[config.mk]
export PLATFORM = sky130hd
export DESIGN_NAME = bakery_lock_with_barrier
export DESIGN_NICKNAME = d
export VERILOG_FILES = /design/src/rtl/core/bklb_pkg.sv /design/src/rtl/core/bklb_ram.sv /design/src/rtl/core/bklb_scan.sv /design/src/rtl/core/bakery_lock_with_barrier.sv
export SDC_FILE = /design/constraint.sdc
export NUM_CORES = 1
export LEC_CHECK = 0
export BUFFER_PORTS_ARGS = -buffer_cell sky130_fd_sc_hd__buf_2
export CAP_MARGIN = 20
export CELL_PAD_IN_SITES_DETAIL_PLACEMENT = 1
export CELL_PAD_IN_SITES_GLOBAL_PLACEMENT = 1
export CORE_UTILIZATION = 30
export CTS_BUF_LIST = sky130_fd_sc_hd__clkbuf_4
export CTS_CLUSTER_DIAMETER = 40
export DETAILED_ROUTE_END_ITERATION = 12
export GPL_ROUTABILITY_DRIVEN = 0
export HOLD_SLACK_MARGIN = 0.05
export PLACE_DENSITY = 0.53
export SETUP_SLACK_MARGIN = 0.1
export SLEW_MARGIN = 10
export SYNTH_ARGS = -nofsm -noshare
export SYNTH_HDL_FRONTEND = slang
export SYNTH_HIERARCHICAL = 1
export SYNTH_SLANG_ARGS = --single-unit
[constraint.sdc]
create_clock -name clk -period 5.6 [get_ports clk]
set_input_delay 1.12 -clock clk [delete_from_list [all_inputs] [get_ports clk]]
set_output_delay 1.12 -clock clk [all_outputs]
set_load 0.005 [all_outputs]
[src/rtl/core/bklb_pkg.sv]
// bklb_pkg: opcodes, error codes and the scan status word shared by the
// bakery lock and barrier block; no dependencies
package bklb_pkg;

	typedef enum logic [1:0] {
		OP_ACQUIRE = 2'd0,
		OP_RELEASE = 2'd1,
		OP_ARRIVE  = 2'd2,
		OP_INVALID = 2'd3
	} op_t;

	typedef enum logic [1:0] {
		ERR_OK       = 2'd0,
		ERR_RANGE    = 2'd1,
		ERR_OVERFLOW = 2'd2,
		ERR_REQUEST  = 2'd3
	} err_t;

	typedef struct packed {
		logic done;
		logic found;
	} scan_stat_t;

endpackage

[src/rtl/core/bklb_ram.sv]
// bklb_ram: generic single write port, single read port ram with registered read
// no dependencies
module bklb_ram #(
	parameter int WIDTH = 16,
	parameter int DEPTH = 16
) (
	input  logic                     clk,
	input  logic                     we,
	input  logic [$clog2(DEPTH)-1:0] waddr,
	input  logic [WIDTH-1:0]         wdata,
	input  logic                     re,
	input  logic [$clog2(DEPTH)-1:0] raddr,
	output logic [WIDTH-1:0]         rdata
);
	logic [WIDTH-1:0] mem [DEPTH];
	logic [WIDTH-1:0] rdata_q;

	always_ff @(posedge clk) begin
		if (we) begin
			mem[waddr] <= wdata;
		end
		if (re) begin
			rdata_q <= mem[raddr];
		end
	end

	assign rdata = rdata_q;
endmodule

[src/rtl/core/bklb_scan.sv]
// bklb_scan: walks the ticket ram one entry a cycle, keeping the largest
// ticket, the smallest nonzero (ticket, index) pair of the others and the
// requester's own ticket; depends on bklb_pkg
module bklb_scan #(
	parameter int MAX_REQUESTERS = 16,
	parameter int TICKET_BITS    = 16,
	parameter int CNT_W          = 5,
	parameter int XW             = 6
) (
	input  logic                              clk,
	input  logic                              arst_n,
	input  logic                              start,
	input  logic [CNT_W-1:0]                  cnt,
	input  logic [XW-1:0]                     req_x,
	output logic                              rd_en,
	output logic [$clog2(MAX_REQUESTERS)-1:0] rd_addr,
	input  logic [TICKET_BITS-1:0]            rd_data,
	output logic [TICKET_BITS-1:0]            max_tk,
	output logic [TICKET_BITS-1:0]            own_tk,
	output logic [TICKET_BITS-1:0]            min_tk,
	output logic [$clog2(MAX_REQUESTERS)-1:0] min_idx,
	output bklb_pkg::scan_stat_t              stat
);
	import bklb_pkg::*;

	localparam int IDX_W = $clog2(MAX_REQUESTERS);

	logic [CNT_W-1:0]       addr_q;
	logic                   busy_q;
	logic                   v_s1;
	logic [IDX_W-1:0]       idx_s1;
	logic [TICKET_BITS-1:0] max_q;
	logic [TICKET_BITS-1:0] own_q;
	logic [TICKET_BITS-1:0] min_q;
	logic [IDX_W-1:0]       mini_q;
	logic                   found_q;
	logic [XW-1:0]          idx_x;
	logic                   is_own;

	assign rd_en   = busy_q && (addr_q != cnt);
	assign rd_addr = addr_q[IDX_W-1:0];
	assign idx_x   = {{(XW-IDX_W){1'b0}}, idx_s1};
	assign is_own  = (idx_x == req_x);

	always_ff @(posedge clk or negedge arst_n) begin
		if (!arst_n) begin
			addr_q  <= '0;
			busy_q  <= 1'b0;
			v_s1    <= 1'b0;
			idx_s1  <= '0;
			max_q   <= '0;
			own_q   <= '0;
			min_q   <= '0;
			mini_q  <= '0;
			found_q <= 1'b0;
		end else if (start) begin
			addr_q  <= '0;
			busy_q  <= 1'b1;
			v_s1    <= 1'b0;
			max_q   <= '0;
			own_q   <= '0;
			found_q <= 1'b0;
		end else begin
			v_s1   <= rd_en;
			idx_s1 <= rd_addr;
			if (rd_en) begin
				addr_q <= addr_q + 1'b1;
			end
			if (stat.done) begin
				busy_q <= 1'b0;
			end
			if (v_s1) begin
				if (rd_data > max_q) begin
					max_q <= rd_data;
				end
				if (is_own) begin
					own_q <= rd_data;
				end else if (rd_data != '0 && (!found_q || rd_data < min_q)) begin
					found_q <= 1'b1;
					min_q   <= rd_data;
					mini_q  <= idx_s1;
				end
			end
		end
	end

	assign stat.done  = busy_q && (addr_q == cnt) && !v_s1;
	assign stat.found = found_q;
	assign max_tk     = max_q;
	assign own_tk     = own_q;
	assign min_tk     = min_q;
	assign min_idx    = mini_q;
endmodule

[src/rtl/core/bakery_lock_with_barrier.sv]
// bakery_lock_with_barrier: top level with sequencer, ticket ram, holder and
// barrier state and the result register; depends on bklb_pkg, bklb_ram, bklb_scan
//
// A word is taken only while the block is idle. After the accept edge the scan
// reads one ticket a cycle through the single read port of the ticket ram, the
// registered read hands each ticket on to the scan, the scan then flags its end,
// and the decide state settles the request, writes the ram for an accepted
// acquire or release and loads the result register. A new word is taken once
// the previous one has been settled, even while its result is still held by a
// stalled receiver; settling the new word then waits for that result to leave.
// Ticket entries carry valid bits cleared at reset, so no clearing pass is
// needed. thread_count may only be written while no word is in flight.
module bakery_lock_with_barrier #(
	parameter int MAX_REQUESTERS = 16,
	parameter int TICKET_BITS    = 16
) (
	input  logic        clk,
	input  logic        arst_n,
	input  logic        cfg_valid,
	output logic        cfg_ready,
	input  logic [4:0]  thread_count,
	input  logic        in_valid,
	output logic        in_stall,
	input  logic [1:0]  opcode,
	input  logic [3:0]  requester,
	output logic        out_valid,
	input  logic        out_stall,
	output logic        grant_valid,
	output logic [3:0]  grant_index,
	output logic [15:0] ticket_given,
	output logic        barrier_released,
	output logic        barrier_sense,
	output logic [1:0]  error_code
);
	import bklb_pkg::*;

	localparam int IDX_W = $clog2(MAX_REQUESTERS);
	localparam int CNT_W = $clog2(MAX_REQUESTERS + 1);
	localparam int XW    = ((CNT_W > 5) ? CNT_W : 5) + 1;

	typedef enum logic [1:0] {
		ST_IDLE,
		ST_SCAN,
		ST_DECIDE
	} state_t;

	state_t                 state_q;
	logic [4:0]             tc_q;
	op_t                    op_q;
	logic [XW-1:0]          req_q;
	logic [CNT_W-1:0]       cnt_q;
	logic [MAX_REQUESTERS-1:0] ent_vld_q;
	logic                   ent_vld_s1;
	logic                   hold_vld_q;
	logic [IDX_W-1:0]       hold_idx_q;
	logic [MAX_REQUESTERS-1:0] arrived_q;
	logic                   sense_q;

	logic                   out_valid_q;
	logic                   grant_valid_q;
	logic [3:0]             grant_index_q;
	logic [15:0]            ticket_given_q;
	logic                   barrier_released_q;
	logic                   barrier_sense_q;
	err_t                   error_code_q;

	logic                   in_fire;
	logic [XW-1:0]          tc_x;
	logic [XW-1:0]          cnt_eff;
	logic [XW-1:0]          cnt_x;
	logic                   rd_en;
	logic [IDX_W-1:0]       rd_addr;
	logic [TICKET_BITS-1:0] ram_q;
	logic [TICKET_BITS-1:0] scan_data;
	logic [TICKET_BITS-1:0] max_tk;
	logic [TICKET_BITS-1:0] own_tk;
	logic [TICKET_BITS-1:0] min_tk;
	logic [IDX_W-1:0]       min_idx;
	scan_stat_t             stat;

	logic                   dec_fire;
	logic                   in_range;
	logic [IDX_W-1:0]       req_idx;
	logic [MAX_REQUESTERS-1:0] mask;
	logic [MAX_REQUESTERS-1:0] req_bit;
	logic [MAX_REQUESTERS-1:0] arr_set;
	err_t                   err;
	logic                   wr_en;
	logic [TICKET_BITS-1:0] wr_data;
	logic [TICKET_BITS-1:0] tk;
	logic [TICKET_BITS-1:0] own_new;
	logic                   rel;
	logic [MAX_REQUESTERS-1:0] arr_next;
	logic                   sense_next;
	logic                   cand;
	logic                   take_req;
	logic                   found_n;
	logic [IDX_W-1:0]       best;
	logic                   grant;
	logic [TICKET_BITS+15:0] tk_ext;
	logic [IDX_W+3:0]       best_ext;

	assign cfg_ready = 1'b1;
	assign in_stall  = (state_q != ST_IDLE);
	assign in_fire   = in_valid && !in_stall;
	assign dec_fire  = (state_q == ST_DECIDE) && (!out_valid_q || !out_stall);

	// effective count: zero acts as one, capped at the requester count
	assign tc_x = {{(XW-5){1'b0}}, tc_q};
	always_comb begin
		cnt_eff = tc_x;
		if (tc_x == '0) begin
			cnt_eff = XW'(1);
		end else if (tc_x > XW'(MAX_REQUESTERS)) begin
			cnt_eff = XW'(MAX_REQUESTERS);
		end
	end

	bklb_ram #(
		.WIDTH(TICKET_BITS),
		.DEPTH(MAX_REQUESTERS)
	) u_ticket_ram (
		.clk   (clk),
		.we    (wr_en),
		.waddr (req_idx),
		.wdata (wr_data),
		.re    (rd_en),
		.raddr (rd_addr),
		.rdata (ram_q)
	);

	always_ff @(posedge clk or negedge arst_n) begin
		if (!arst_n) begin
			ent_vld_s1 <= 1'b0;
		end else if (rd_en) begin
			ent_vld_s1 <= ent_vld_q[rd_addr];
		end
	end

	assign scan_data = ent_vld_s1 ? ram_q : '0;

	bklb_scan #(
		.MAX_REQUESTERS(MAX_REQUESTERS),
		.TICKET_BITS   (TICKET_BITS),
		.CNT_W         (CNT_W),
		.XW            (XW)
	) u_scan (
		.clk     (clk),
		.arst_n  (arst_n),
		.start   (in_fire),
		.cnt     (cnt_q),
		.req_x   (req_q),
		.rd_en   (rd_en),
		.rd_addr (rd_addr),
		.rd_data (scan_data),
		.max_tk  (max_tk),
		.own_tk  (own_tk),
		.min_tk  (min_tk),
		.min_idx (min_idx),
		.stat    (stat)
	);

	// settle the request from the scan results
	assign cnt_x    = {{(XW-CNT_W){1'b0}}, cnt_q};
	assign in_range = (req_q < cnt_x);
	assign req_idx  = req_q[IDX_W-1:0];
	assign req_bit  = {{(MAX_REQUESTERS-1){1'b0}}, 1'b1} << req_idx;
	assign arr_set  = arrived_q | req_bit;

	always_comb begin
		for (int i = 0; i < MAX_REQUESTERS; i++) begin
			mask[i] = (XW'(i) < cnt_x);
		end
	end

	always_comb begin
		err        = ERR_OK;
		wr_en      = 1'b0;
		wr_data    = '0;
		tk         = '0;
		own_new    = own_tk;
		rel        = 1'b0;
		arr_next   = arrived_q;
		sense_next = sense_q;
		priority if (op_q == OP_INVALID) begin
			err = ERR_REQUEST;
		end else if (!in_range) begin
			err = ERR_RANGE;
		end else if (op_q == OP_ACQUIRE) begin
			if (own_tk != '0) begin
				err = ERR_REQUEST;
			end else if (&max_tk) begin
				err = ERR_OVERFLOW;
			end else begin
				tk      = max_tk + 1'b1;
				own_new = tk;
				wr_en   = dec_fire;
				wr_data = tk;
			end
		end else if (op_q == OP_RELEASE) begin
			if (own_tk == '0) begin
				err = ERR_REQUEST;
			end else begin
				own_new = '0;
				wr_en   = dec_fire;
			end
		end else begin
			if (arrived_q[req_idx]) begin
				err = ERR_REQUEST;
			end else if ((arr_set & mask) == mask) begin
				arr_next   = '0;
				sense_next = !sense_q;
				rel        = 1'b1;
			end else begin
				arr_next = arr_set;
			end
		end
	end

	// new holder: scan minimum over the others against the requester's own ticket
	assign cand     = in_range && (own_new != '0);
	assign take_req = cand && (!stat.found || own_new < min_tk
		|| (own_new == min_tk && req_q < {{(XW-IDX_W){1'b0}}, min_idx}));
	assign found_n  = stat.found || cand;
	assign best     = take_req ? req_idx : min_idx;
	assign grant    = found_n && (!hold_vld_q || hold_idx_q != best);
	assign tk_ext   = {16'b0, tk};
	assign best_ext = {4'b0, best};

	always_ff @(posedge clk or negedge arst_n) begin
		if (!arst_n) begin
			state_q            <= ST_IDLE;
			tc_q               <= 5'd16;
			op_q               <= OP_ACQUIRE;
			req_q              <= '0;
			cnt_q              <= '0;
			ent_vld_q          <= '0;
			hold_vld_q         <= 1'b0;
			hold_idx_q         <= '0;
			arrived_q          <= '0;
			sense_q            <= 1'b0;
			out_valid_q        <= 1'b0;
			grant_valid_q      <= 1'b0;
			grant_index_q      <= '0;
			ticket_given_q     <= '0;
			barrier_released_q <= 1'b0;
			barrier_sense_q    <= 1'b0;
			error_code_q       <= ERR_OK;
		end else begin
			if (cfg_valid && cfg_ready) begin
				tc_q <= thread_count;
			end
			if (dec_fire) begin
				out_valid_q <= 1'b1;
			end else if (out_valid_q && !out_stall) begin
				out_valid_q <= 1'b0;
			end
			unique case (state_q)
				ST_IDLE: begin
					if (in_fire) begin
						op_q    <= op_t'(opcode);
						req_q   <= {{(XW-4){1'b0}}, requester};
						cnt_q   <= cnt_eff[CNT_W-1:0];
						state_q <= ST_SCAN;
					end
				end
				ST_SCAN: begin
					if (stat.done) begin
						state_q <= ST_DECIDE;
					end
				end
				ST_DECIDE: begin
					if (dec_fire) begin
						if (wr_en) begin
							ent_vld_q[req_idx] <= 1'b1;
						end
						arrived_q          <= arr_next;
						sense_q            <= sense_next;
						hold_vld_q         <= found_n;
						hold_idx_q         <= found_n ? best : '0;
						grant_valid_q      <= grant;
						grant_index_q      <= grant ? best_ext[3:0] : 4'd0;
						ticket_given_q     <= tk_ext[15:0];
						barrier_released_q <= rel;
						barrier_sense_q    <= sense_next;
						error_code_q       <= err;
						state_q            <= ST_IDLE;
					end
				end
				default: begin
					state_q <= ST_IDLE;
				end
			endcase
		end
	end

	assign out_valid        = out_valid_q;
	assign grant_valid      = grant_valid_q;
	assign grant_index      = grant_index_q;
	assign ticket_given     = ticket_given_q;
	assign barrier_released = barrier_released_q;
	assign barrier_sense    = barrier_sense_q;
	assign error_code       = error_code_q;

	a_err_no_ticket: assert property (@(posedge clk) disable iff (!arst_n)
		out_valid && error_code != ERR_OK |-> ticket_given == '0)
		else $error("ticket given with an error");

	a_release_ok: assert property (@(posedge clk) disable iff (!arst_n)
		out_valid && barrier_released |-> error_code == ERR_OK)
		else $error("barrier released by a refused arrival");

	a_holder_written: assert property (@(posedge clk) disable iff (!arst_n)
		hold_vld_q |-> ent_vld_q[hold_idx_q])
		else $error("holder entry never written");

	a_scan_done_state: assert property (@(posedge clk) disable iff (!arst_n)
		stat.done |-> state_q == ST_SCAN)
		else $error("scan finished outside scan state");
endmodule

==> results of run 1 <==
## state kept, by name (all words and copies together), names as in the netlist, 16 cells and up
name	cells
u_ticket_ram/mem	256
u_scan/max_tk	16
u_ticket_ram/rdata	16
arrived_q	16
ticket_given	16
ent_vld_q	16
u_scan/min_tk	16
u_scan/own_tk	16
## path summary, 6_finish.rpt
kind	from	endpoint	slack, ps	cells past startpoint
worst max-delay path	u_scan/max_tk[1]	grant_index[3]	690	20
worst min register to register	ent_vld_q[14]	ent_vld_q[14]	450	1
worst max register to register	u_scan/max_tk[1]	grant_index[3]	690	20
worst min-delay path	arst_n	ent_vld_q[11]	230	1
min in group clk	ent_vld_q[14]	ent_vld_q[14]	450	1
max in group asynchronous	arst_n	u_scan/addr_q[0]	4180	2
## layout by cell type, fill, tap and decap left out, types with 13 or more instances in the layout
cell      count
xnor2_1      20
nand3_1      18
buf_2        41
mux2_2       33
o21ai_0      33
ha_1         58
clkbuf_4    167
nor2_2       16
mux4_2       64
edfxtp_1    272
nand2_1     123
o31ai_1      16
and2_1       21
nand2b_1     13
buf_4        65
a21o_1       31
nor3_1       19
nor2_1       84
clkinv_1     27
mux2i_1      38
a21oi_1      43
inv_1        67
dfrtp_1     143
a22oi_1      33
## worst register-to-register path, delay by kind of cell (launching register included)
family | cells | cell delay [ps]
and+or+nand+nor | 7 | 1720
buffers and inverters | 2 | 410
AOI/OAI and AO/OA | 8 | 1540
muxes | 1 | 150
adders and majority gates | 2 | 470
DFF | 1 | 470
## per-layer routing
metal	part of all wire (%)	vias up	routed length (microns)
li1	-	5596	-
met1	46	6374	25100
met2	48	227	26400
met3	3.6	91	1960
met4	2.2	0	1180
met5	0	-	0
## per-stage QoR
step	instances	hold slack, ps	util, %
after floorplan	1375	423	-
after global placement	2268	433	32.8
after detailed placement	2268	443	32.8
after CTS	2473	145	35.1
after global routing	2476	159	35.2
final	2478	226	35.2
## cells by family after synthesis
logic type,after synthesis,synth area share [%]
other cells,2,0.0391
xor+xnor,32,1.46
mux,145,12.8
flops,418,61.5
fa+ha+maj,59,3.83
compound gates,221,8.18
simple gates,369,9.17
buf+inv,128,2.99
## final cells by class
class	count	area, sq um	area share, %
diodes	3	7.51	0.0337
flip-flops and latches	418	11800	53.2
repair buffers	108	732	3.29
clock buffers	167	1250	5.63
inverters	69	259	1.16
multi-input cells	829	6890	31.0
clock inverters	38	221	0.995
well taps	846	1060	4.76
## where the power goes
part	leakage [nW]	internal, W	switching, W
Sequential	4.21	0.00351	0.000312
Clock	0.877	0.00143	0.00132
Combinational	3.42	0.000987	0.00154
## repair_timing
action | in CTS | in global routing
hold buffers | 0 | 0
buffers inserted | 0 | 1
endpoints found under the setup margin | 0 | 1
==> reports/metrics.cfg, run 1 <==
[sta]
finalHoldViolations = 0
finalSetupViolCount = 0
tns_ps = 0
fin_ws_ps = 686
period_needed_ps = 4910
slew_viol_final = 0
relSlewSlack_pct = 27.1
period_share_pct = 87.7
fmax_mhz = 204
rsz0062_at_grt = no
worst_slew_pin_slew_ps = 1090
skew_ps = 67.3

[grt]
overflow = 0
grt_pass1_wl_microns = 83900
antenna_found_initial = 1
busiest_layer = met2
grtUsageMet1_pct = 23.4
grt_max_degree = 56
use_met3_pct = 3.47
grt_pass1_vias = 13400
globalRouteMet2Util_pct = 28.3
grt_usage_pct = 17.4

[worst_setup_path]
max_stage_delay_ps = 650
cpLargestDelayFamily = simple AND/OR/NAND/NOR gates
crit_chain = ha_1 -> nand4_2 -> or4_1 -> nand3_2 -> or3_1 -> buf_4 -> nor2_1 -> a31oi_1 -> ha_1 -> nor2b_1 -> o21a_1 -> o21a_1 -> o21ai_0 -> a21oi_1 -> o211a_1 -> o211ai_1 -> buf_4 -> nand2_4 -> mux2i_1 -> o41ai_1
crit_path_max_fanout = 12
cp_slowest_cell = or4_1
worst-setup-path-type = reg -> reg
cp.arrival_ps = 5640
crit_path_end_kind = register
cp.required_ps = 6320
critPathBufInv = 2
worst_setup_path_start_kind = register

[route]
vias = 12300
first_pass_iters = 4
post-route-drc-count = 0
wire_per_inst_microns = 22.1
viasPerCell = 4.96
drtIter0Drc = 635
ant_nets = 0
wirelength_microns = 54700

[placement]
place_hpwl_microns = 35800
detailed_place.area_sq_um = 20700
post-place-ws_ps = 382
io_buffers = 42

[yosys]
avgSynthCellArea_sq_um = 14.0
netlist_area_sq_um = 19200
synthesis.instances = 1374
synth_edf_count = 272
yosysWarnings = 6
synthTopCellsByArea = edfxtp_1 43%, dfrtp_1 19%, mux4_2 7.5%
synth_most_common_cell = edfxtp_1
synth_cell_types = 83
yosysSeqAreaShare_pct = 61.5
yosysTopAreaCell = edfxtp_1
ys_top_cells_by_count = 272 x edfxtp_1, 145 x dfrtp_1, 123 x nand2_1
synth_flop_cell = edfxtp_1
ys_async_sr_fraction_pct = 34.9
synth.top_cell.area_share_pct = 42.5
ys_ff_latch = 418

[run]
drv_cap = 0

[power]
vdd_ir_drop_max_mv = 0.197
power_density_nw_per_um2 = 409
finalPower_w = 0.00910
cellLeakagePower_nw = 8.51

[floorplan]
io_pins = 44
start_util_pct = 30.4
fp.dieW_microns = 255
rows = 92
die_area_sq_um = 65000
coreArea_sq_um = 63200
die_y_microns = 255

[layout]
nNetsFinal = 1615
nFillCells = 6686
areaGrowthSynthToFinish_pct = 15.8
finalInstanceArea_sq_um = 22300
drive_gt1_share_pct = 26.3

[clock_network]
clock_sinks = 418
cts_buffers = 115
cts-resized-gates = 0
cts_buffer_depth = 3
cts_root_buffer = clkbuf_4
htree_num_levels = 3
cts_tree = yes
cts.clk_slew.worst_paths_ps = 60
clk_latency_ps = 880

[status]
outcome = complete, no violations

[worst_hold_path]
hold_class = in -> async

No activity file was read; power rests on OpenSTA's default activity.
==> inputs of run 2 (changes only) <==
--- a/config.mk
+++ b/config.mk
@@ -9,13 +9,13 @@
 export CAP_MARGIN = 20
 export CELL_PAD_IN_SITES_DETAIL_PLACEMENT = 1
 export CELL_PAD_IN_SITES_GLOBAL_PLACEMENT = 1
-export CORE_UTILIZATION = 30
+export CORE_UTILIZATION = 40
 export CTS_BUF_LIST = sky130_fd_sc_hd__clkbuf_4
 export CTS_CLUSTER_DIAMETER = 40
 export DETAILED_ROUTE_END_ITERATION = 12
 export GPL_ROUTABILITY_DRIVEN = 0
 export HOLD_SLACK_MARGIN = 0.05
-export PLACE_DENSITY = 0.53
+export PLACE_DENSITY = 0.66
 export SETUP_SLACK_MARGIN = 0.1
 export SLEW_MARGIN = 10
 export SYNTH_ARGS = -nofsm -noshare
==> constraint.sdc (replaced) <==
create_clock -name clk -period 4.8 [get_ports clk]
set_input_delay 0.96 -clock clk [delete_from_list [all_inputs] [get_ports clk]]
set_output_delay 0.96 -clock clk [all_outputs]
set_load 0.005 [all_outputs]
==> reports/metrics.cfg, run 2 (synthesized netlist as in run 1, its figures left out) <==
[status]
outcome = complete, no violations

[layout]
final_cell_mix = 272 x edfxtp_1, 160 x clkbuf_4, 141 x dfrtp_1
top_register = u_ticket_ram/mem
areaGrowthSynthToFinish_pct = 14.6
drive_gt1_share_pct = 26.7
nNetsFinal = 1620
final_common_cell = edfxtp_1
largest_reg_flops = 256

[worst_setup_path]
worst-setup-path-type = reg -> reg
cp.required_ps = 5520
crit_path_end_kind = register
worst_setup_path_start_kind = register
cp.arrival_ps = 5240
crit_path_max_fanout = 12

[route]
post-route-drc-count = 0
viasPerCell = 5.51
drtIter0Drc = 803
wirelength_microns = 51900
wire_per_inst_microns = 23.1
first_pass_iters = 6
vias = 12400
ant_nets = 0

[worst_hold_path]
hold_class = in -> async

[grt]
grt_usage_pct = 21.6
grt_pass1_vias = 13300
antenna_found_initial = 2
overflow = 0
grt_pass1_wl_microns = 79900
grt_max_degree = 93

[sta]
skew_ps = 75.1
fmax_mhz = 221
period_share_pct = 94.3
rsz0062_at_grt = no
relSlewSlack_pct = 27.6
finalHoldViolations = 0
tns_ps = 0
finalSetupViolCount = 0
worst_slew_pin_slew_ps = 1080
hold_ws_ps = 206
slew_viol_final = 0
period_needed_ps = 4530

[power]
power_density_nw_per_um2 = 479
cellLeakagePower_nw = 8.53
vdd_ir_drop_max_mv = 0.227

[clock_network]
cts_buffers = 111
hold_buffers = 0
htree_num_levels = 3
clock_sinks = 418
clk_latency_ps = 890
cts.clk_slew.worst_paths_ps = 70
cts_root_buffer = clkbuf_4
cts_buffer_depth = 3
cts_tree = yes

[floorplan]
coreArea_sq_um = 47000
io_pins = 44
die_y_microns = 221
fp.dieW_microns = 221
start_util_pct = 40.9
die_area_sq_um = 48900
rows = 79

[placement]
io_buffers = 42
place_hpwl_microns = 33500

[run]
drv_cap = 0

[run 2: changes by cell type in the layout (fill, tap and decap cells not counted), sizes merged]
| cell | before | now |
|---|---|---|
| diode | 3 | 2 |
| buf | 108 | 116 |
| inv | 70 | 69 |
| clkinvlp | 0 | 1 |
| clkinv | 36 | 39 |
| clkbuf | 167 | 161 |
[run 2: path summary, 6_finish.rpt]
check,startpoint,endpoint,slack (ps),cells past startpoint
max,u_scan/max_tk[1],grant_index[2],270,19
max reg2reg,u_scan/max_tk[1],grant_index[2],270,19
min reg2reg,ent_vld_q[1],ent_vld_q[1],450,1
max in group asynchronous,arst_n,tc_q[4],3710,2
min in group clk,requester[0],req_q[0],310,3
min,arst_n,arrived_q[7],210,1
[run 2: metal layers]
| layer | track usage (%) | wire length [microns] |
|---|---|---|
| met5 | 0 | 0 |
| met4 | 8.39 | 1380 |
| met3 | 3.86 | 2320 |
| met2 | 35.4 | 25000 |
| met1 | 28.6 | 23200 |
[run 2: metrics by stage]
stage          setup slack [ps]  util [%]  instance area, sq um  power [W]  cells
2_1_floorplan               206         -                 19200    0.00650   1375
3_3_place_gp                322      43.7                 20500    0.00741   2035
3_5_place_dp                132      43.7                 20500    0.00746   2037
4_1_cts                     112      46.8                 22000     0.0106   2238
5_1_grt                     125      46.9                 22000     0.0111   2242
6_report                    273      46.9                 22000     0.0106   2243
[run 2: power by group]
group / switching (W) / total [W] / internal [W]
Combinational: 0.00188 / 0.00306 / 0.00118
Clock: 0.00153 / 0.00313 / 0.00159
Sequential: 0.000270 / 0.00437 / 0.00410
[run 2: area by class of cell]
| cell class | count | area [sq um] |
|---|---|---|
| clock buffers | 160 | 1200 |
| diodes | 2 | 5.00 |
| multi-input cells | 829 | 6940 |
| repair buffers | 117 | 810 |
| inverters | 69 | 259 |
| well taps | 607 | 759 |
| clock inverters | 41 | 220 |
| flip-flops and latches | 418 | 11800 |
| fillers | 4799 | 24900 |
[run 2: critical path, stage by stage, from the launching register on]
cell and delay (ps):
dfrtp_2 410, ha_2 250, nand4_2 190, or4_4 620, nand3_4 200, or3_1 220
buf_4 220, nor2_1 80, o21a_1 190, ha_1 180, a21o_1 150, a21o_1 170
a21o_1 170, a21oi_1 120, o21ai_0 150, o211ai_1 230, buf_4 190, nand2_4 90
a211oi_2 370, o41ai_1 130
[run 2: timing repair]
item                       in CTS  in global routing
setup endpoints to repair       1                  9
setup buffers                   0                  1
pin swaps                       0                  1
resized for setup               1                  8
